$ cat config.mk
export PLATFORM = sky130hd
export DESIGN_NAME = lift_and_set_down_detector
export DESIGN_NICKNAME = d
export VERILOG_FILES = /design/src/design/lsd_pkg.sv /design/src/design/lsd_flags.sv /design/src/design/lsd_lift.sv /design/src/design/lsd_down.sv /design/src/design/lift_and_set_down_detector.sv
export SDC_FILE = /design/constraint.sdc
export NUM_CORES = 1
export LEC_CHECK = 0
export ABC_AREA = 1
export BUFFER_PORTS_ARGS = -buffer_cell sky130_fd_sc_hd__buf_4
export CAP_MARGIN = 20
export CORE_UTILIZATION = 50
export DETAILED_ROUTE_END_ITERATION = 12
export PLACE_DENSITY = 0.71
export SLEW_MARGIN = 25
export SYNTH_ARGS = -nofsm -noshare
export SYNTH_HDL_FRONTEND = slang
export SYNTH_SLANG_ARGS = --single-unit
export TNS_END_PERCENT = 10
$ cat constraint.sdc
create_clock -name clk -period 4.69 [get_ports clk]
set_input_delay 0.2345 -clock clk [delete_from_list [all_inputs] [get_ports clk]]
set_output_delay 0.2345 -clock clk [all_outputs]
set_load 0.03 [all_outputs]
$ cat src/design/lsd_pkg.sv
// Shared types, constants and helpers for the lift and set-down detector.
// No dependencies; imported by every module of the block.
`timescale 1ns / 1ps

package lsd_pkg;

  // Tick limits of the phase timers
  localparam int STILL_TICKS        = 10;
  localparam int LIFT_WAIT_TICKS    = 400;
  localparam int SPIN_WAIT_TICKS    = 200;
  localparam int SETDOWN_WAIT_TICKS = 50;

  localparam int STILL_CNT_W = 4;
  localparam int LIFT_CNT_W  = 9;
  localparam int SPIN_CNT_W  = 8;
  localparam int DOWN_CNT_W  = 6;

  // Configuration port
  localparam int CFG_IDX_W  = 3;
  localparam int CFG_DATA_W = 17;

  typedef enum logic [CFG_IDX_W-1:0] {
    CFG_STILL_SPEED = 3'd0,
    CFG_LIFT_ACCEL  = 3'd1,
    CFG_LEVEL_ANGLE = 3'd2,
    CFG_SPIN_SPEED  = 3'd3,
    CFG_REST_SPEED  = 3'd4,
    CFG_TURN_SPEED  = 3'd5
  } lsd_cfg_idx_t;

  typedef struct packed {
    logic        [16:0] still_speed_limit;
    logic signed [15:0] lift_accel_threshold;
    logic        [15:0] level_angle_limit;
    logic        [16:0] spin_speed_limit;
    logic        [15:0] rest_speed_limit;
    logic        [15:0] turned_speed_limit;
  } lsd_cfg_t;

  // One sensor tick; accel_z sits in the lowest bits
  typedef struct packed {
    logic signed [15:0] right_speed;
    logic signed [15:0] left_speed;
    logic signed [15:0] pitch_angle;
    logic signed [15:0] accel_z;
  } lsd_item_t;

  // Threshold tests of one tick
  typedef struct packed {
    logic still;   // |l|+|r| below still limit
    logic jolt;    // accel above threshold and body level
    logic spin;    // |l+r| above spin limit
    logic rest;    // body level and both wheels resting
    logic turned;  // both wheels turned by hand
  } lsd_flags_t;

  typedef enum logic [2:0] {
    LP_STILL = 3'b001,
    LP_JOLT  = 3'b010,
    LP_SPIN  = 3'b100
  } lsd_lift_phase_t;

  typedef enum logic [1:0] {
    DP_REST = 2'b01,
    DP_TURN = 2'b10
  } lsd_down_phase_t;

  // Magnitude of a 17-bit signed value, exact for the most negative code
  function automatic logic [16:0] mag17(input logic signed [16:0] v);
    logic signed [17:0] x;
    logic signed [17:0] n;
    begin
      x = {v[16], v};
      n = -x;
      return x[17] ? n[16:0] : x[16:0];
    end
  endfunction

  function automatic logic [16:0] mag16(input logic signed [15:0] v);
    return mag17({v[15], v});
  endfunction

endpackage

$ cat src/design/lsd_flags.sv
// Threshold tests: magnitudes and compares of one registered tick.
// Depends on lsd_pkg.
`timescale 1ns / 1ps

module lsd_flags
  import lsd_pkg::*;
(
  input  lsd_item_t  item,
  input  lsd_cfg_t   cfg,
  output lsd_flags_t flags
);

  logic [16:0] mag_l;
  logic [16:0] mag_r;
  logic [16:0] mag_pitch;
  logic [17:0] mag_sum;
  logic [16:0] mag_net;
  logic        level;

  assign mag_l     = mag16(item.left_speed);
  assign mag_r     = mag16(item.right_speed);
  assign mag_pitch = mag16(item.pitch_angle);
  assign mag_sum   = {1'b0, mag_l} + {1'b0, mag_r};
  assign mag_net   = mag17(17'(item.left_speed) + 17'(item.right_speed));
  assign level     = mag_pitch < {1'b0, cfg.level_angle_limit};

  always_comb begin
    flags.still  = mag_sum < {1'b0, cfg.still_speed_limit};
    flags.jolt   = (item.accel_z > cfg.lift_accel_threshold) && level;
    flags.spin   = mag_net > cfg.spin_speed_limit;
    flags.rest   = level && (mag_l < {1'b0, cfg.rest_speed_limit})
                         && (mag_r < {1'b0, cfg.rest_speed_limit});
    flags.turned = (mag_l > {1'b0, cfg.turned_speed_limit})
                && (mag_r > {1'b0, cfg.turned_speed_limit});
  end

endmodule

$ cat src/design/lsd_lift.sv
// Three-phase lift detector: still wheels, level jolt, wheel runaway.
// Depends on lsd_pkg.
`timescale 1ns / 1ps

module lsd_lift
  import lsd_pkg::*;
(
  input  logic       clk,
  input  logic       rst,
  input  logic       advance,
  input  lsd_flags_t flags,
  output logic       lifted
);

  lsd_lift_phase_t       phase;
  lsd_lift_phase_t       phase_next;
  logic [STILL_CNT_W-1:0] still_count;
  logic [STILL_CNT_W-1:0] still_count_next;
  logic [LIFT_CNT_W-1:0]  lift_wait_count;
  logic [LIFT_CNT_W-1:0]  lift_wait_count_next;
  logic [SPIN_CNT_W-1:0]  spin_wait_count;
  logic [SPIN_CNT_W-1:0]  spin_wait_count_next;

  // A phase entered on this tick is evaluated on this tick too
  always_comb begin
    phase_next           = phase;
    still_count_next     = still_count;
    lift_wait_count_next = lift_wait_count;
    spin_wait_count_next = spin_wait_count;
    lifted               = 1'b0;

    if (phase_next == LP_STILL) begin
      still_count_next = flags.still ? still_count + 1'b1 : '0;
      if (still_count_next > STILL_CNT_W'(STILL_TICKS)) begin
        phase_next       = LP_JOLT;
        still_count_next = '0;
      end
    end

    if (phase_next == LP_JOLT) begin
      lift_wait_count_next = lift_wait_count + 1'b1;
      if (lift_wait_count_next > LIFT_CNT_W'(LIFT_WAIT_TICKS)) begin
        lift_wait_count_next = '0;
        phase_next           = LP_STILL;
      end
      // jolt wins over the timeout
      if (flags.jolt) begin
        phase_next = LP_SPIN;
      end
    end

    if (phase_next == LP_SPIN) begin
      spin_wait_count_next = spin_wait_count + 1'b1;
      if (spin_wait_count_next > SPIN_CNT_W'(SPIN_WAIT_TICKS)) begin
        spin_wait_count_next = '0;
        phase_next           = LP_STILL;
      end
      if (flags.spin) begin
        phase_next = LP_STILL;
        lifted     = 1'b1;
      end
    end
  end

  always_ff @(posedge clk) begin
    if (rst) begin
      phase           <= LP_STILL;
      still_count     <= '0;
      lift_wait_count <= '0;
      spin_wait_count <= '0;
    end else if (advance) begin
      phase           <= phase_next;
      still_count     <= still_count_next;
      lift_wait_count <= lift_wait_count_next;
      spin_wait_count <= spin_wait_count_next;
    end
  end

endmodule

$ cat src/design/lsd_down.sv
// Two-phase set-down detector: level and resting, then wheels turned by hand.
// Depends on lsd_pkg.
`timescale 1ns / 1ps

module lsd_down
  import lsd_pkg::*;
(
  input  logic       clk,
  input  logic       rst,
  input  logic       advance,
  input  logic       stopped,  // stop flag as the lift detector leaves it
  input  lsd_flags_t flags,
  output logic       down
);

  lsd_down_phase_t       phase;
  lsd_down_phase_t       phase_next;
  logic [DOWN_CNT_W-1:0] down_wait_count;
  logic [DOWN_CNT_W-1:0] down_wait_count_next;
  logic                  found;

  always_comb begin
    phase_next           = phase;
    down_wait_count_next = down_wait_count;
    found                = 1'b0;

    if (phase_next == DP_REST && flags.rest) begin
      phase_next = DP_TURN;
    end

    if (phase_next == DP_TURN) begin
      down_wait_count_next = down_wait_count + 1'b1;
      if (down_wait_count_next > DOWN_CNT_W'(SETDOWN_WAIT_TICKS)) begin
        down_wait_count_next = '0;
        phase_next           = DP_REST;
      end
      if (flags.turned) begin
        phase_next = DP_REST;
        found      = 1'b1;
      end
    end
  end

  // Forced low while not stopped; the phase state is frozen then too
  assign down = stopped && found;

  always_ff @(posedge clk) begin
    if (rst) begin
      phase           <= DP_REST;
      down_wait_count <= '0;
    end else if (advance && stopped) begin
      phase           <= phase_next;
      down_wait_count <= down_wait_count_next;
    end
  end

endmodule

$ cat src/design/lift_and_set_down_detector.sv
// Top level of the lift and set-down detector; configuration registers,
// input and result registers. Depends on lsd_pkg, lsd_flags, lsd_lift, lsd_down.
`timescale 1ns / 1ps

// Pickup / put-down detection for a two-wheeled balancing robot. Each
// transfer on the s_ side is one control tick (accel_z, pitch_angle,
// left_speed, right_speed) and yields exactly one transfer on the m_ side
// carrying stop_active, picked_up and set_down. A lift is seen after the
// wheels have been still for more than 10 ticks, then an upward jolt while
// level (within 400 ticks), then wheel runaway (within 200 ticks); it sets
// the stop flag. While stopped, a level body with resting wheels followed by
// both wheels turned by hand (within 50 ticks) clears it. The tick is held in
// the input register, then all tests and phase updates run in a single pass
// into the result register, from which the result transfer is offered. One
// tick is taken every cycle as long as the result side keeps up; a stalled
// result holds only the result register, and the input register still takes
// one more tick. Thresholds are written through the cfg_ port, always ready;
// the user must write them only while no tick is in flight, which the block
// itself does not enforce.
module lift_and_set_down_detector
  import lsd_pkg::*;
(
  input  logic                  clk,
  input  logic                  rst,
  // tick input
  input  logic                  s_tvalid,
  output logic                  s_tready,
  input  logic [63:0]           s_tdata,   // accel_z, pitch_angle, left_speed, right_speed
  // result output
  output logic                  m_tvalid,
  input  logic                  m_tready,
  output logic [7:0]            m_tdata,   // stop_active, picked_up, set_down, 5'b0
  // configuration writes
  input  logic                  cfg_valid,
  output logic                  cfg_ready,
  input  logic [CFG_IDX_W-1:0]  cfg_index,
  input  logic [CFG_DATA_W-1:0] cfg_data
);

  lsd_cfg_t   cfg;
  lsd_item_t  item;
  logic       item_valid;
  logic       advance;
  lsd_flags_t flags;
  logic       lifted;
  logic       down;
  logic       stop_flag;
  logic       stop_lifted;
  logic       stop_next;

  // --- configuration registers ---
  assign cfg_ready = 1'b1;

  always_ff @(posedge clk) begin
    if (rst) begin
      cfg.still_speed_limit    <= 17'd100;
      cfg.lift_accel_threshold <= 16'sd192;
      cfg.level_angle_limit    <= 16'd1000;
      cfg.spin_speed_limit     <= 17'd15000;
      cfg.rest_speed_limit     <= 16'd20;
      cfg.turned_speed_limit   <= 16'd50;
    end else if (cfg_valid && cfg_ready) begin
      unique case (cfg_index)
        CFG_STILL_SPEED: cfg.still_speed_limit    <= cfg_data;
        CFG_LIFT_ACCEL:  cfg.lift_accel_threshold <= cfg_data[15:0];
        CFG_LEVEL_ANGLE: cfg.level_angle_limit    <= cfg_data[15:0];
        CFG_SPIN_SPEED:  cfg.spin_speed_limit     <= cfg_data;
        CFG_REST_SPEED:  cfg.rest_speed_limit     <= cfg_data[15:0];
        CFG_TURN_SPEED:  cfg.turned_speed_limit   <= cfg_data[15:0];
        default: ;  // unused indexes are ignored
      endcase
    end
  end

  // --- input register ---
  // The tick moves on whenever the result register is free or being drained.
  assign advance  = item_valid && (!m_tvalid || m_tready);
  assign s_tready = !item_valid || advance;

  always_ff @(posedge clk) begin
    if (rst) begin
      item_valid <= 1'b0;
    end else if (s_tvalid && s_tready) begin
      item_valid <= 1'b1;
    end else if (advance) begin
      item_valid <= 1'b0;
    end
  end

  always_ff @(posedge clk) begin
    if (s_tvalid && s_tready) begin
      item <= lsd_item_t'(s_tdata);
    end
  end

  // --- single-pass evaluation ---
  lsd_flags u_flags (
    .item  (item),
    .cfg   (cfg),
    .flags (flags)
  );

  lsd_lift u_lift (
    .clk     (clk),
    .rst     (rst),
    .advance (advance),
    .flags   (flags),
    .lifted  (lifted)
  );

  // Set-down sees the flag as the lift detector left it on the same tick
  assign stop_lifted = stop_flag || lifted;

  lsd_down u_down (
    .clk     (clk),
    .rst     (rst),
    .advance (advance),
    .stopped (stop_lifted),
    .flags   (flags),
    .down    (down)
  );

  assign stop_next = stop_lifted && !down;

  always_ff @(posedge clk) begin
    if (rst) begin
      stop_flag <= 1'b0;
    end else if (advance) begin
      stop_flag <= stop_next;
    end
  end

  // --- result register ---
  always_ff @(posedge clk) begin
    if (rst) begin
      m_tvalid <= 1'b0;
    end else if (advance) begin
      m_tvalid <= 1'b1;
    end else if (m_tready) begin
      m_tvalid <= 1'b0;
    end
  end

  always_ff @(posedge clk) begin
    if (advance) begin
      m_tdata <= {5'b0, down, lifted, stop_next};
    end
  end

endmodule

==> run summary <==
status = finished with violations
violations in the final reports = setup timing
top_reg_cell synth = dfxtp_1
DRC Markers = 0
RSZ-0062 raised after global routing = yes
CTS Buf Count = 17
row count = 58
CTS clk-pin slew, worst paths = 0.08 ns
Max VDD drop = 0.233 mV
largest net degree at the start of global routing = 62
vias in the first global route = 11.3k
Worst Max-Slew Pin Slew = 0.865 ns
GP Congestion = 0.970
# port buffers = 93
grt ovf = 0
crit-path leading delay family = simple AND/OR/NAND/NOR gates
clk buf depth = 2
Max Clk Rate = 0.202 GHz
EDFF count, synth = 67
Final Hold Viols = 0
flip-flop and latch count after synthesis = 200
relative slew slack = 42.2%
CTS H-tree depth = 4
via count = 11.9k
clk_lat worst skew = 0.45 ns
global-route wire length before repair = 55.9 mm
Vias/cell = 5.29
CTS sink count = 200
Syn Inst Count = 1628
FFs w/ async S/R, synth = 0%
Synthesis Warnings = 0
Core Util, Final = 65.1%
CP required = 5.07 ns
# setup viols final = 30
Root Buffer = clkbuf_16
share of cells above drive strength 1 = 17.7%
dpl hpwl = 26.4 mm
Synth cell types = 51
Hold WC Path Type = input port to register
Die Y = 164 µm
slowest CP cell = edfxtp_1
Worst Setup Start Kind = register
Buf/Inv on CP = 5
Initial Utilization = 51.4%
Tot Pwr = 5040 µW
final slew viol count = 0
width of the chip = 164 µm
Max Clock Skew = 0.0128 ns
Critical Path End Type = register
syn avg cell area = 8.02 µm²
Max-Cap Viols = 0
crit path DAT = 5.33 ns
I/O pin count = 100
Pleak = 0.00756 µW
pre-CTS WS = -0.281 ns
CP peak stage delay = 0.44 ns
setup ws final = -0.263 ns
fin crit share = 106%
post-synthesis cell area = 13100 µm²
gr usage total = 26.7%
area of the core = 25400 µm²
total wire length = 35.4 mm
initial antenna violation count = 0
initial drt markers = 849
post-route antenna net violation count = 0
crit path max fanout = 8
fin crit period = 4.95 ns
CTS tree = built
ANT cells = 0
post-DR wirelength/cell = 15.8 µm
sequential area share after synthesis = 35.8%
CP Class = register to register
power density of the placed cells = 305 nW/µm²
Area Growth Syn to Fin = 26.7%
Die Area = 26800 µm²
Final nets = 2159
DRT Pass-1 Iters = 6
-- what timing repair did --
item / 4_1_cts / 5_1_grt
pin swaps: 12 / 20
hold buffers: 64 / 0
gates resized for setup: 28 / 41
gates cloned: 2 / 0
endpoints found under the hold margin: 64 / 0
buffers inserted: 12 / 7
endpoints found under the setup margin: 31 / 35
-- registers in the layout, indices dropped and copies added, names as in the netlist, 2 cells and up --
register	flops
m_tdata	3
u_down.down_wait_count	6
u_lift.lift_wait_count	9
u_down.phase	2
item	64
u_lift.still_count	4
cfg	98
u_lift.spin_wait_count	8
u_lift.phase	3
-- layout make-up --
type	count	area, µm²
well taps	330	413
inverters	239	897
clock inverters	13	156
multi-input cells	1157	7650
flip-flops and latches	200	4670
repair buffers	284	2300
clock buffers	19	454
fillers	2139	8860
-- stage by stage --
stage	instance area [µm²]	std cells	TNS, ns	hold slack, ns
after floorplan	13100	1634	0	0.333
after global placement	14800	2125	-2.45	0.413
after detailed placement	14800	2125	-4.56	0.414
after CTS	16300	2235	-0.205	0.0746
after global routing	16500	2242	-16.52	0.0915
final	16500	2242	-4.61	0.0823
-- logic make-up after synthesis --
kind of cell / Yosys count / synth area share [%]
flops: 200 / 35.8
compound gates: 375 / 16.1
simple gates: 506 / 16.8
other cells: 2 / 0.0575
xor+xnor: 95 / 6.37
fa+ha+maj: 171 / 16.5
buf+inv: 279 / 8.33
-- final timing paths --
path              depth (start not counted)                 start                                endpoint  slack (ns)
setup / recovery                         34    item[49]$_DFFE_PP_  u_lift.spin_wait_count[7]$_SDFFE_PP0P_       -0.26
setup reg to reg                         34    item[49]$_DFFE_PP_  u_lift.spin_wait_count[7]$_SDFFE_PP0P_       -0.26
hold / removal                            4              m_tready                   m_tvalid$_SDFFE_PP0P_        0.08
hold reg to reg                           2  cfg[51]$_SDFFE_PP0P_                    cfg[51]$_SDFFE_PP0P_        0.47
-- worst register-to-register path: cells and delay by family, from the launching register on --
kind | cells | cell delay [ns]
buf+inv | 5 | 0.53
fa+ha+maj | 3 | 0.72
compound gates | 5 | 0.84
xor+xnor | 2 | 0.40
flops | 1 | 0.44
simple gates | 19 | 1.96
-- synth_stat cells (all sizes together), types with 2 or more instances --
| cell type | count | area [µm²] |
|---|---|---|
| a211oi | 13 | 123 |
| fa | 2 | 40.0 |
| nor2 | 118 | 445 |
| a221oi | 3 | 26.3 |
| o31ai | 6 | 45.0 |
| dfxtp | 133 | 2660 |
| conb | 2 | 7.51 |
| a22oi | 3 | 22.5 |
| a31oi | 8 | 50.1 |
| or2 | 6 | 37.5 |
| buf | 10 | 77.6 |
| a21oi | 180 | 916 |
| a21o | 6 | 45.0 |
| nor3 | 32 | 165 |
| nor4 | 9 | 56.3 |
| nand4 | 26 | 163 |
| o21ai | 122 | 618 |
| nand3b | 5 | 37.5 |
| xnor2 | 24 | 210 |
| nand3 | 51 | 283 |
| ha | 169 | 2110 |
| inv | 239 | 897 |
| o21bai | 5 | 37.5 |
| nand2 | 254 | 973 |
| nor3b | 4 | 30.0 |
| o211ai | 23 | 173 |
| edfxtp | 67 | 2010 |
| clkbuf | 30 | 113 |
| xor2 | 71 | 622 |
-- per-layer routing --
| layer | GRT usage [%] | vias to the layer above | share of wire [%] |
|---|---|---|---|
| met1 | 33.6 | 5484 | 44 |
| met3 | 2.97 | 70 | 4.4 |
| met4 | 9.60 | 0 | 3.0 |
| li1 | - | 6017 | - |
| met5 | 0 | - | 0 |
| met2 | 46.9 | 299 | 49 |
-- layout by cell type (no fill, tap or decap), drive strengths merged, types with 6 or more instances in the layout --
cell type    count
o21ai          122
nand4           26
o31ai            6
xor2            71
nor2           118
a31oi            8
a21oi          180
nand3           51
dlygate4sd3     64
xnor2           24
ha             169
nor3            32
inv            243
clkinv           8
clkbuf          19
a211oi          13
a21o             6
o211ai          23
dfxtp          133
nand2          256
conb             8
edfxtp          67
or2              6
nor4             9
buf            220
-- power by group --
group          switching [µW]  internal [µW]
Clock                     775            748
Sequential               41.3           1860
Combinational             898            716
(Power assumes the default switching activity.)
